**src/hdl/xmr_pkg.sv**
```systemverilog
package xmr_pkg;

  localparam int unsigned BLOCK_BYTES = 128;
  localparam int unsigned IDX_W       = 8;
  localparam int unsigned BLK_CNT_W   = 25;
  localparam int unsigned TOTAL_W     = 32;
  localparam int unsigned BLK_SHIFT   = $clog2(BLOCK_BYTES);

  localparam logic [15:0]          CRC_POLY   = 16'h8005;
  localparam logic [BLK_CNT_W-1:0] BLOCKS_MAX = {BLK_CNT_W{1'b1}};

  // line and reply characters
  localparam logic [7:0] CH_SOH = 8'h01;
  localparam logic [7:0] CH_EOT = 8'h04;
  localparam logic [7:0] CH_ACK = 8'h06;
  localparam logic [7:0] CH_NAK = 8'h15;
  localparam logic [7:0] CH_SUB = 8'h1A;
  localparam logic [7:0] CH_C   = 8'h43;

  // command codes
  localparam logic CMD_START = 1'b0;
  localparam logic CMD_BYTE  = 1'b1;

  // out_kind codes
  localparam logic KIND_DATA  = 1'b0;
  localparam logic KIND_REPLY = 1'b1;

  // verdict codes
  localparam logic [1:0] VD_NONE   = 2'd0;
  localparam logic [1:0] VD_ACCEPT = 2'd1;
  localparam logic [1:0] VD_REJECT = 2'd2;
  localparam logic [1:0] VD_FINISH = 2'd3;

  typedef enum logic [2:0] {
    PH_IDLE,
    PH_WAIT,
    PH_BLK,
    PH_COMP,
    PH_DATA,
    PH_CHK_HI,
    PH_CHK_LO
  } phase_t;

  typedef struct packed {
    logic       command;
    logic [7:0] line_byte;
  } in_item_t;

  typedef struct packed {
    logic               out_kind;
    logic [7:0]         out_byte;
    logic [1:0]         verdict;
    logic [7:0]         final_length;
    logic [TOTAL_W-1:0] total_bytes;
  } out_item_t;

  // CRC-16, MSB first, one byte per call
  function automatic logic [15:0] crc_update(input logic [15:0] crc, input logic [7:0] b);
    logic [15:0] c;
    c = crc ^ {b, 8'h00};
    for (int i = 0; i < 8; i++) begin
      if (c[15]) begin
        c = {c[14:0], 1'b0} ^ CRC_POLY;
      end else begin
        c = {c[14:0], 1'b0};
      end
    end
    return c;
  endfunction

endpackage

```
**src/hdl/xmodem_receiver.sv**
```systemverilog
// XModem receiver, 128-byte blocks, sum or CRC-16 check.
// Input channel (in_valid / in_stall / in_data): one transaction per line
//   byte, or a start command that answers C (CRC mode) or NAK (sum mode).
// Output channel (out_valid / out_stall / out_data): at most one result per
//   input transaction: C/NAK on start, each data byte as it arrives, the
//   block ACK/NAK on the last check byte, ACK with final length, total on EOT.
// cfg_we / cfg_wdata write crc_mode (reset 1); write only while idle.
// Throughput: one transaction per cycle while out_stall is low. The byte-wide
//   CRC update, the sum and the counters all sit between the input register
//   and the result register.
// Reset: receiver idle, line bytes ignored until a start command; both
//   pipeline registers empty.
// When the receiver stalls, the result register holds and the input register
//   keeps one more transaction; after that in_stall rises. Transactions that
//   produce no result also wait for a free result slot.
module xmodem_receiver (
  input  logic               clk,
  input  logic               rst_n,
  input  logic               in_valid,
  output logic               in_stall,
  input  xmr_pkg::in_item_t  in_data,
  output logic               out_valid,
  input  logic               out_stall,
  output xmr_pkg::out_item_t out_data,
  input  logic               cfg_we,
  input  logic               cfg_wdata
);
  import xmr_pkg::*;

  logic       crc_mode_r;
  logic       crc_mode_nxt;
  logic       item_valid;
  logic       res_space;
  logic       advance;
  in_item_t   item;
  out_item_t  res;
  logic       res_valid;

  // config register
  always_comb begin
    crc_mode_nxt = cfg_we ? cfg_wdata : crc_mode_r;
  end

  always_ff @(posedge clk) begin
    if (!rst_n) begin
      crc_mode_r <= 1'b1;
    end else begin
      crc_mode_r <= crc_mode_nxt;
    end
  end

  // item moves from the input register into the core when the result slot is free
  assign advance = item_valid && res_space;

  xmr_in_stage u_in (
    .clk        (clk),
    .rst_n      (rst_n),
    .in_valid   (in_valid),
    .in_stall   (in_stall),
    .in_data    (in_data),
    .advance    (advance),
    .item_valid (item_valid),
    .item       (item)
  );

  xmr_core u_core (
    .clk       (clk),
    .rst_n     (rst_n),
    .crc_mode  (crc_mode_r),
    .fire      (advance),
    .item      (item),
    .res_valid (res_valid),
    .res       (res)
  );

  xmr_out_stage u_out (
    .clk       (clk),
    .rst_n     (rst_n),
    .load      (res_valid),
    .res       (res),
    .space     (res_space),
    .out_valid (out_valid),
    .out_stall (out_stall),
    .out_data  (out_data)
  );

endmodule

```
**src/hdl/xmr_in_stage.sv**
```systemverilog
module xmr_in_stage (
  input  logic               clk,
  input  logic               rst_n,
  input  logic               in_valid,
  output logic               in_stall,
  input  xmr_pkg::in_item_t  in_data,
  input  logic               advance,
  output logic               item_valid,
  output xmr_pkg::in_item_t  item
);
  import xmr_pkg::*;

  logic     valid_r;
  logic     valid_nxt;
  in_item_t item_r;

  // hold while the register is full and the item cannot move on
  assign in_stall = valid_r && !advance;

  always_comb begin
    valid_nxt = valid_r;
    if (in_valid && !in_stall) begin
      valid_nxt = 1'b1;
    end else if (advance) begin
      valid_nxt = 1'b0;
    end
  end

  always_ff @(posedge clk) begin
    if (!rst_n) begin
      valid_r <= 1'b0;
    end else begin
      valid_r <= valid_nxt;
    end
  end

  always_ff @(posedge clk) begin
    if (in_valid && !in_stall) begin
      item_r <= in_data;
    end
  end

  assign item_valid = valid_r;
  assign item       = item_r;

endmodule

```
**src/hdl/xmr_core.sv**
```systemverilog
module xmr_core (
  input  logic               clk,
  input  logic               rst_n,
  input  logic               crc_mode,
  input  logic               fire,
  input  xmr_pkg::in_item_t  item,
  output logic               res_valid,
  output xmr_pkg::out_item_t res
);
  import xmr_pkg::*;

  phase_t               phase_r, phase_nxt;
  logic [7:0]           expected_block_r, expected_block_nxt;
  logic                 header_good_r, header_good_nxt;
  logic [IDX_W-1:0]     byte_index_r, byte_index_nxt;
  logic [15:0]          crc_acc_r, crc_acc_nxt;
  logic [7:0]           sum_acc_r, sum_acc_nxt;
  logic [7:0]           check_high_r, check_high_nxt;
  logic [IDX_W-1:0]     cur_nonsub_len_r, cur_nonsub_len_nxt;
  logic [IDX_W-1:0]     last_block_len_r, last_block_len_nxt;
  logic [BLK_CNT_W-1:0] blocks_accepted_r, blocks_accepted_nxt;

  logic [7:0]           b;
  logic                 is_byte;
  logic [IDX_W-1:0]     idx_inc;
  logic                 chk_ok;
  logic                 verdict_now;
  logic                 blk_ok;
  logic [TOTAL_W-1:0]   total;
  logic [BLK_CNT_W-1:0] blocks_m1;

  assign b       = item.line_byte;
  assign is_byte = fire && (item.command == CMD_BYTE);
  assign idx_inc = byte_index_r + IDX_W'(1);

  assign chk_ok = crc_mode ? ({check_high_r, b} == crc_acc_r) : (b == sum_acc_r);
  assign verdict_now = is_byte &&
                       (((phase_r == PH_CHK_HI) && !crc_mode) || (phase_r == PH_CHK_LO));
  assign blk_ok = header_good_r && chk_ok;

  // (blocks - 1) * BLOCK_BYTES + last length; cannot pass 32 bits
  assign blocks_m1 = blocks_accepted_r - BLK_CNT_W'(1);
  assign total = (blocks_accepted_r == '0) ? '0 :
                 ({blocks_m1, BLK_SHIFT'(0)} + TOTAL_W'(last_block_len_r));

  // next state
  always_comb begin
    phase_nxt           = phase_r;
    expected_block_nxt  = expected_block_r;
    header_good_nxt     = header_good_r;
    byte_index_nxt      = byte_index_r;
    crc_acc_nxt         = crc_acc_r;
    sum_acc_nxt         = sum_acc_r;
    check_high_nxt      = check_high_r;
    cur_nonsub_len_nxt  = cur_nonsub_len_r;
    last_block_len_nxt  = last_block_len_r;
    blocks_accepted_nxt = blocks_accepted_r;
    if (fire && (item.command == CMD_START)) begin
      phase_nxt           = PH_WAIT;
      expected_block_nxt  = 8'd1;
      header_good_nxt     = 1'b0;
      byte_index_nxt      = '0;
      crc_acc_nxt         = '0;
      sum_acc_nxt         = '0;
      check_high_nxt      = '0;
      cur_nonsub_len_nxt  = '0;
      last_block_len_nxt  = '0;
      blocks_accepted_nxt = '0;
    end else if (is_byte) begin
      case (phase_r)
        PH_WAIT: begin
          if (b == CH_SOH) begin
            header_good_nxt    = 1'b1;
            byte_index_nxt     = '0;
            crc_acc_nxt        = '0;
            sum_acc_nxt        = '0;
            cur_nonsub_len_nxt = '0;
            phase_nxt          = PH_BLK;
          end else if (b == CH_EOT) begin
            phase_nxt = PH_IDLE;
          end
        end
        PH_BLK: begin
          if (b != expected_block_r) header_good_nxt = 1'b0;
          phase_nxt = PH_COMP;
        end
        PH_COMP: begin
          if (b != ~expected_block_r) header_good_nxt = 1'b0;
          phase_nxt = PH_DATA;
        end
        PH_DATA: begin
          crc_acc_nxt    = crc_update(crc_acc_r, b);
          sum_acc_nxt    = sum_acc_r + b;
          byte_index_nxt = idx_inc;
          if (b != CH_SUB) cur_nonsub_len_nxt = idx_inc;
          if (idx_inc >= IDX_W'(BLOCK_BYTES)) phase_nxt = PH_CHK_HI;
        end
        PH_CHK_HI, PH_CHK_LO: begin
          if (verdict_now) begin
            if (blk_ok) begin
              expected_block_nxt = expected_block_r + 8'd1;
              if (blocks_accepted_r != BLOCKS_MAX) begin
                blocks_accepted_nxt = blocks_accepted_r + BLK_CNT_W'(1);
              end
              last_block_len_nxt = cur_nonsub_len_r;
            end
            phase_nxt = PH_WAIT;
          end else begin
            check_high_nxt = b;
            phase_nxt      = PH_CHK_LO;
          end
        end
        default: begin
        end
      endcase
    end
  end

  // result
  always_comb begin
    res_valid = 1'b0;
    res       = '0;
    if (fire && (item.command == CMD_START)) begin
      res_valid    = 1'b1;
      res.out_kind = KIND_REPLY;
      res.out_byte = crc_mode ? CH_C : CH_NAK;
    end else if (is_byte) begin
      case (phase_r)
        PH_WAIT: begin
          if (b == CH_EOT) begin
            res_valid        = 1'b1;
            res.out_kind     = KIND_REPLY;
            res.out_byte     = CH_ACK;
            res.verdict      = VD_FINISH;
            res.final_length = last_block_len_r;
            res.total_bytes  = total;
          end
        end
        PH_DATA: begin
          res_valid    = 1'b1;
          res.out_kind = KIND_DATA;
          res.out_byte = b;
        end
        PH_CHK_HI, PH_CHK_LO: begin
          if (verdict_now) begin
            res_valid    = 1'b1;
            res.out_kind = KIND_REPLY;
            res.out_byte = blk_ok ? CH_ACK : CH_NAK;
            res.verdict  = blk_ok ? VD_ACCEPT : VD_REJECT;
          end
        end
        default: begin
        end
      endcase
    end
  end

  always_ff @(posedge clk) begin
    if (!rst_n) begin
      phase_r           <= PH_IDLE;
      expected_block_r  <= 8'd1;
      header_good_r     <= 1'b0;
      byte_index_r      <= '0;
      crc_acc_r         <= '0;
      sum_acc_r         <= '0;
      check_high_r      <= '0;
      cur_nonsub_len_r  <= '0;
      last_block_len_r  <= '0;
      blocks_accepted_r <= '0;
    end else begin
      phase_r           <= phase_nxt;
      expected_block_r  <= expected_block_nxt;
      header_good_r     <= header_good_nxt;
      byte_index_r      <= byte_index_nxt;
      crc_acc_r         <= crc_acc_nxt;
      sum_acc_r         <= sum_acc_nxt;
      check_high_r      <= check_high_nxt;
      cur_nonsub_len_r  <= cur_nonsub_len_nxt;
      last_block_len_r  <= last_block_len_nxt;
      blocks_accepted_r <= blocks_accepted_nxt;
    end
  end

  a_idx_range: assert property (@(posedge clk) disable iff (!rst_n)
    byte_index_r <= IDX_W'(BLOCK_BYTES))
    else $error("byte index past block size");

  a_len_range: assert property (@(posedge clk) disable iff (!rst_n)
    cur_nonsub_len_r <= byte_index_r)
    else $error("non-SUB length past byte index");

  a_data_out: assert property (@(posedge clk) disable iff (!rst_n)
    (is_byte && (phase_r == PH_DATA)) |-> (res_valid && (res.out_kind == KIND_DATA)))
    else $error("data byte not passed on");

  a_ack_count: assert property (@(posedge clk) disable iff (!rst_n)
    (verdict_now && blk_ok) |=> (expected_block_r == $past(expected_block_r) + 8'd1))
    else $error("accepted block did not advance block number");

  a_last_len: assert property (@(posedge clk) disable iff (!rst_n)
    last_block_len_r <= IDX_W'(BLOCK_BYTES))
    else $error("last block length out of range");

endmodule

```
**src/hdl/xmr_out_stage.sv**
```systemverilog
module xmr_out_stage (
  input  logic               clk,
  input  logic               rst_n,
  input  logic               load,
  input  xmr_pkg::out_item_t res,
  output logic               space,
  output logic               out_valid,
  input  logic               out_stall,
  output xmr_pkg::out_item_t out_data
);
  import xmr_pkg::*;

  logic      valid_r;
  logic      valid_nxt;
  out_item_t data_r;

  assign space = !valid_r || !out_stall;

  always_comb begin
    valid_nxt = valid_r;
    if (load) begin
      valid_nxt = 1'b1;
    end else if (valid_r && !out_stall) begin
      valid_nxt = 1'b0;
    end
  end

  always_ff @(posedge clk) begin
    if (!rst_n) begin
      valid_r <= 1'b0;
    end else begin
      valid_r <= valid_nxt;
    end
  end

  always_ff @(posedge clk) begin
    if (load) begin
      data_r <= res;
    end
  end

  assign out_valid = valid_r;
  assign out_data  = data_r;

endmodule
```
**config.mk**
```make
export PLATFORM = sky130hd
export DESIGN_NAME = xmodem_receiver
export DESIGN_NICKNAME = d
export VERILOG_FILES = /design/src/hdl/xmr_pkg.sv /design/src/hdl/xmodem_receiver.sv /design/src/hdl/xmr_in_stage.sv /design/src/hdl/xmr_core.sv /design/src/hdl/xmr_out_stage.sv
export SDC_FILE = /design/constraint.sdc
export NUM_CORES = 1
export LEC_CHECK = 0
export BUFFER_PORTS_ARGS = -buffer_cell sky130_fd_sc_hd__buf_2
export CORE_MARGIN = 5
export CORE_UTILIZATION = 65
export CTS_CLUSTER_SIZE = 24
export DETAILED_ROUTE_END_ITERATION = 8
export PLACE_DENSITY = 0.94
export SLEW_MARGIN = 20
export SYNTH_ARGS = -nofsm -noshare
export SYNTH_HDL_FRONTEND = slang
export SYNTH_SLANG_ARGS = --single-unit
```
**constraint.sdc**
```tcl
create_clock -name clk -period 9.2 [get_ports clk]
set_input_delay 1.84 -clock clk [delete_from_list [all_inputs] [get_ports clk]]
set_output_delay 1.84 -clock clk [all_outputs]
set_load 0.005 [all_outputs]
```
# After elaboration in Yosys (flattened, before gate mapping)
# Cells that the tools add are included.
# word_totals
reg_bits	156
out_inout_bits	53
# op_classes
order_cmp	1
muxes	68
n_bitwise	16
n_reduce_logical	37
add_sub_neg	6
n_eq_ne	22
# op_table
op	n
two-way mux 16 bit	30
two-way mux 51 bit	2
case mux 8 bit (2 select lines)	3
two-way mux 40 bit	1
adder 32 x 8 -> 32 bit	1
two-way mux 32 bit	1
case mux 16 bit (2 select lines)	1
case mux 9 bit (3 select lines)	1
adder 25 x 1 -> 25 bit, second input constant	1
zero test 25 bit	1
!= test 25 bit, second input constant	1
subtractor 25 x 1 -> 25 bit, second input constant	1
two-way mux 8 bit	3
inverter 3 bit	8
adder 8 x 1 -> 8 bit, second input constant	2
== test 16 bit	1
!= test 8 bit	2
AND reduction 4 bit	4
bitwise XOR 16 bit	1
case mux 3 bit (5 select lines)	1
two-way mux 1 bit	14
two-way mux 3 bit	4
two-way mux 11 bit	1
!= test 2 x 1 -> 1 bit, second input constant	5
other kinds (30)	60

# Longest topological paths before layout
# logic_depth
depth_word	39
depth_mapped	13

# Cells and area by module
# Synthesis repeated with hierarchy kept, for this count alone.
# hier_totals
hier_cells	920
area_unflattened_um2	8348.0
# modules_own_cells
mod	cells_each	n_inst	area_per_inst_um2
xmr_core	848	1	6423.7
xmr_out_stage	55	1	1566.5
xmr_in_stage	13	1	317.8
xmodem_receiver	4	1	40.0

# Worst setup path after synthesis
# Ideal clock, no wire load.
# synth_timing
path_type	input port to flip-flop
startpoint	in out_stall
endpoint	reg u_out.data_r, in the netlist u_out.out_data[0] (enable)
slack_ns	5.105
path_buffers	1
t_arrival_ns	3.689
required_time_ns	8.795
setup_time_ns	0.405
cell_stages	6
cell_sequence	nand2_1 > nand3_1 > nor2_1 > clkbuf_1 > nor2_1 > inv_1
# synth_via
elab_chain_len	9
elab_cells_between_ends	10
# synth_rtl
item	line_no	source
start: declaration	xmodem_receiver.sv:23	input logic out_stall,
zero test 1 bit (*)	xmr_out_stage.sv:17	assign space = !valid_r || !out_stall;
logical OR 1 bit (*)	xmr_out_stage.sv:17	
logical AND 1 bit (*)	xmodem_receiver.sv:53	assign advance = item_valid && res_space;
logical AND 1 bit	xmr_core.sv:33	assign is_byte = fire && (item.command == CMD_BYTE);
logical AND 1 bit	xmr_core.sv:37	assign verdict_now = is_byte &&
two-way mux 1 bit	xmr_core.sv:145	if (verdict_now) begin
case mux 1 bit (3 select lines)	xmr_core.sv:128	case (phase_r)
two-way mux 1 bit	xmr_core.sv:127	end else if (is_byte) begin
two-way mux 1 bit (*)	xmr_core.sv:123	if (fire && (item.command == CMD_START)) begin
via res_valid	xmodem_receiver.sv:37	logic res_valid;
end signal: assignment	xmr_out_stage.sv:38	data_r <= res;
end: declaration	xmr_out_stage.sv:15	out_item_t data_r;
# The timed path passes the listed nets; every way through them passes the cells marked *.
# A chain may end at the register's enable or synchronous reset.

# Worst setup path after layout
# layout_timing
startpoint	in out_stall
endpoint	out in_stall
# layout_via
elab_chain_len	5
# layout_rtl
item	line_no	source
zero test 1 bit	xmr_out_stage.sv:17	
logical OR 1 bit	xmr_out_stage.sv:17	
logical AND 1 bit	xmodem_receiver.sv:53	
zero test 1 bit	xmr_in_stage.sv:18	assign in_stall = valid_r && !advance;
logical AND 1 bit	xmr_in_stage.sv:18	
end: declaration	xmodem_receiver.sv:20	output logic in_stall,
# Every way passes these cells.

==> results list <==
- Largest cells by area after synthesis: sky130_fd_sc_hd__dfxtp_1 22%, sky130_fd_sc_hd__edfxtp_1 21%, sky130_fd_sc_hd__xnor2_1 6.9%, sky130_fd_sc_hd__nor2_1 5.8%, sky130_fd_sc_hd__xor2_1 4.5%
* Antenna violations before repair: 0
* Core Rows: 42
- The floorplan step defined a die boundary enclosing 0.01563 mm2.
- Count of unique library cells instantiated by Yosys: 74
- Number of max-cap violations: 0
- Number of optimization iterations in the first detailed-route pass: 5
- STA classifies the critical path startpoint as an input pin.
- Gpl congestion: 0.9215
- The worst setup path is captured at an output port.
- Counting instances, the worst hold path has a depth of 2.
* Path type of the worst min-delay path: flip-flop to flip-flop
- P_leak: 3.764 nW
- In the routed layout, each cell is associated on average with a via count of 6.316.
- Post-DRT Antenna Nets: 0
- Actual slew at the worst max-slew pin: 0.9415 ns
* Effective utilization at floorplan: 65.73%
- For this run, the total global-route usage over all layers was measured as 26.41%.
- Clock tree sinks: 156
* Final core utilization: 72.60%
- Buffers added to address setup during post-CTS repair amount to 0.
* Most common cell after layout, fill and taps aside: sky130_fd_sc_hd__nor2_1
- In the final layout, the share of cells above drive strength 1 is 14.20%.
- IR analysis of the VDD net gives a maximum drop of 0.0001776 V.
* Yosys warning count: 0
- Seq cells post-synth: 156
- Fraction of synthesized cell area taken by the top area cell type: 22.35%
- Arrival time worst endpoint: 2.28 ns
- X dimension of the die: 125.0 um
* Final sum of negative setup slack: 0 ns
- In this run the mean area of a mapped cell was 9.278 um2.
* Vias after detailed routing: 7,206
- Post-CTS repair changed the size of 0 cells.
- 0 antenna diodes ended up in the layout.
* Clock Skews: 0.009178 ns
* Crit-path max FO: 3
* Post-place instance area: 0.008891 mm2
* Share of async-settable or async-resettable flops after synthesis: 0%
* First-pass GRT wire length: 33,910 um
- Maximum frequency from static timing analysis: 0.2425 GHz
* Most used cells in the layout excluding fill and tap cells: 134 x sky130_fd_sc_hd__nor2_1, 96 x sky130_fd_sc_hd__dfxtp_1, 68 x sky130_fd_sc_hd__xnor2_1
* Number of hold violations in the final report: 0
- Crit Reg-Reg Endpoint: u_out.out_data[26]
- Setup violations remaining at the end of the flow were counted as 0.
* Quantity of I/O buffers inserted on ports: 67
- Measured along the y axis, the die boundary spans 125.0 um.
- Summed over all layers, the global routing overflow is 0.
* Post-DP HPWL: 13,050 um
* Area Overhead vs Synth: 10.45%
* Hold_ws: 0.4777 ns
* Maximum number of pins on one net before global-route repair: 53
- The cell area that synthesis handed to floorplanning was 0.008601 mm2.
* Share of the clock period used by the worst path: 44.82%
- Clock transition at path regs: 0.06 ns
* Critical setup path kind: input pin to output port
- Wires add up to 20,640 um.
- Clock tree synthesis inserted a total of 17 buffers.
- The number of hold buffers added after CTS was 0.
- 68 I/O pins were placed.
- Maximum clock path buffer count: 2
- Finished layout cell area: 0.009499 mm2
* Part of the Yosys area used for sequential elements: 43.29%
- Of all cell types, the one taking the most synthesized area is sky130_fd_sc_hd__dfxtp_1.
* R2r startpoint: u_core.blocks_accepted_r[0]
* Later-pin clock latency in the skew report: 0.43 ns
- Cell count after synthesis: 927
* CTS tree: done
- In the routed design, unresolved DRC markers number 0.
- Headroom to the max-slew limit came out at 36.65%.
* Min-Delay Startpoint: u_core.cur_nonsub_len_r[1]
- The worst register-to-register path has a setup slack of 5.60 ns.
- Average wire length per cell after detail routing: 18.09 um
- Run status: finished clean
* Core Area: 0.01309 mm2
- For this design the ratio of total power to cell area is 159.0 mW/mm2.
- Among all flip-flop cells after synthesis, the most frequent one is sky130_fd_sc_hd__dfxtp_1.
- The number of cells on the worst reg-to-reg path is 10.
- The number of global-route vias before repair was 6,889.
- Root buffer cell: sky130_fd_sc_hd__clkbuf_16
* H-tree depth: 4
* Shortest period the worst path allows: 4.123 ns
- Number of nets produced by synthesis: 956
* Endpoint of the worst hold-timing path: u_core.cur_nonsub_len_r[1]
* Count of final max-slew check failures: 0
- In the final design database the tool counted 981 nets.
* Count of flip-flops with a built-in enable after synthesis: 60
* CP Data Required Time: 7.36 ns
- Setup repair after global routing left no endpoint under its margin.
- DRC violation total after the first TritonRoute iteration: 860
- Power comes to 1.511 mW.
through the flow:
stage	std cells	worst slack, ns
2_1_floorplan	927	5.105
3_3_place_gp	1109	5.104
3_5_place_dp	1109	5.082
4_1_cts	1141	5.080
5_1_grt	1141	5.054
6_report	1141	5.077
synthesized netlist by cell type, drive strengths merged (2+ instances only):
| master | number |
|---|---|
| and3 | 12 |
| nand2b | 5 |
| xor2 | 44 |
| nand4b | 2 |
| mux2i | 31 |
| o31ai | 7 |
| o22ai | 3 |
| a21oi | 40 |
| or4 | 10 |
| or3 | 16 |
| buf | 30 |
| a211o | 2 |
| nor4 | 28 |
| edfxtp | 60 |
| o21ai | 28 |
| dfxtp | 96 |
| nand2 | 56 |
| o311ai | 2 |
| o21a | 4 |
| o31a | 2 |
| o22a | 2 |
| nor3b | 5 |
| nor2b | 9 |
| xnor2 | 69 |
| nor2 | 136 |
| clkbuf | 36 |
| a31oi | 8 |
| nand3 | 26 |
| inv | 21 |
| and4 | 2 |
| a22oi | 23 |
| nor3 | 26 |
| ha | 13 |
| o211ai | 3 |
| and2 | 24 |
| nand4 | 14 |
| o32ai | 3 |
| nor4b | 2 |
| a21o | 2 |
| or2 | 6 |
| o21bai | 3 |
cell type report:
type | instances | area (um2)
inverter | 21 | 80.08
clock inverter | 13 | 163.9
sequential | 156 | 3724
timing repair buffer | 72 | 372.9
multi-input combinational | 684 | 4496
fill | 883 | 3586
tap | 176 | 220.2
clock buffer | 19 | 442.9
power breakdown:
group | total, mW | internal (mW) | switching, mW | leakage, nW
clock | 0.724 | 0.435 | 0.289 | 0.292
combinational | 0.0529 | 0.0195 | 0.0335 | 2.09
sequential | 0.734 | 0.723 | 0.0108 | 1.38
total | 1.51 | 1.18 | 0.333 | 3.76
worst max-delay path by stage:
stage               slack [ns]  startpoint           endpoint  cells after the start
floorplan                 5.11   out_stall  u_out.out_data[0]                      6
finish                    5.08   out_stall           in_stall                      3
CTS                       5.08   out_stall           in_stall                      3
global placement          5.10   out_stall           in_stall                      3
detailed placement        5.08   out_stall           in_stall                      3
global route              5.05   out_stall           in_stall                      3
state kept, by name (all words and copies together), names as in the netlist:
signal / cells
crc_mode_r: 1
u_core.blocks_accepted_r: 25
u_core.byte_index_r: 8
u_core.check_high_r: 8
u_core.crc_acc_r: 16
u_core.cur_nonsub_len_r: 8
u_core.expected_block_r: 8
u_core.header_good_r: 1
u_core.last_block_len_r: 8
u_core.phase_r: 3
u_core.sum_acc_r: 8
u_in.item: 9
u_in.item_valid: 1
u_out.out_data: 51
u_out.out_valid: 1
cells by family after synthesis:
kind of cell / synth area share (%)
adders and majority gates: 2.124
DFF: 43.29
buffers and inverters: 4.728
xor gates and xnor gates: 11.59
and+or+nand+nor: 23.68
AOI/OAI and AO/OA: 10.97
muxes: 3.608
metal layers:
metal | routed length, um | vias up | part of all wire (%) | global-route usage (%)
met3 | 1538 | 76 | 7.5 | 7.079
met5 | 0 | - | 0 | 0
li1 | - | 3336 | - | -
met1 | 8203 | 3446 | 40 | 31.74
met2 | 10080 | 348 | 49 | 44.29
met4 | 815 | 0 | 3.9 | 12.37
critical path, cell delays in order:
cell and delay [ns]:
sky130_fd_sc_hd__buf_2 0.10, sky130_fd_sc_hd__and3_1 0.20, sky130_fd_sc_hd__buf_2 0.14
Power figures use the tool's default switching activity.
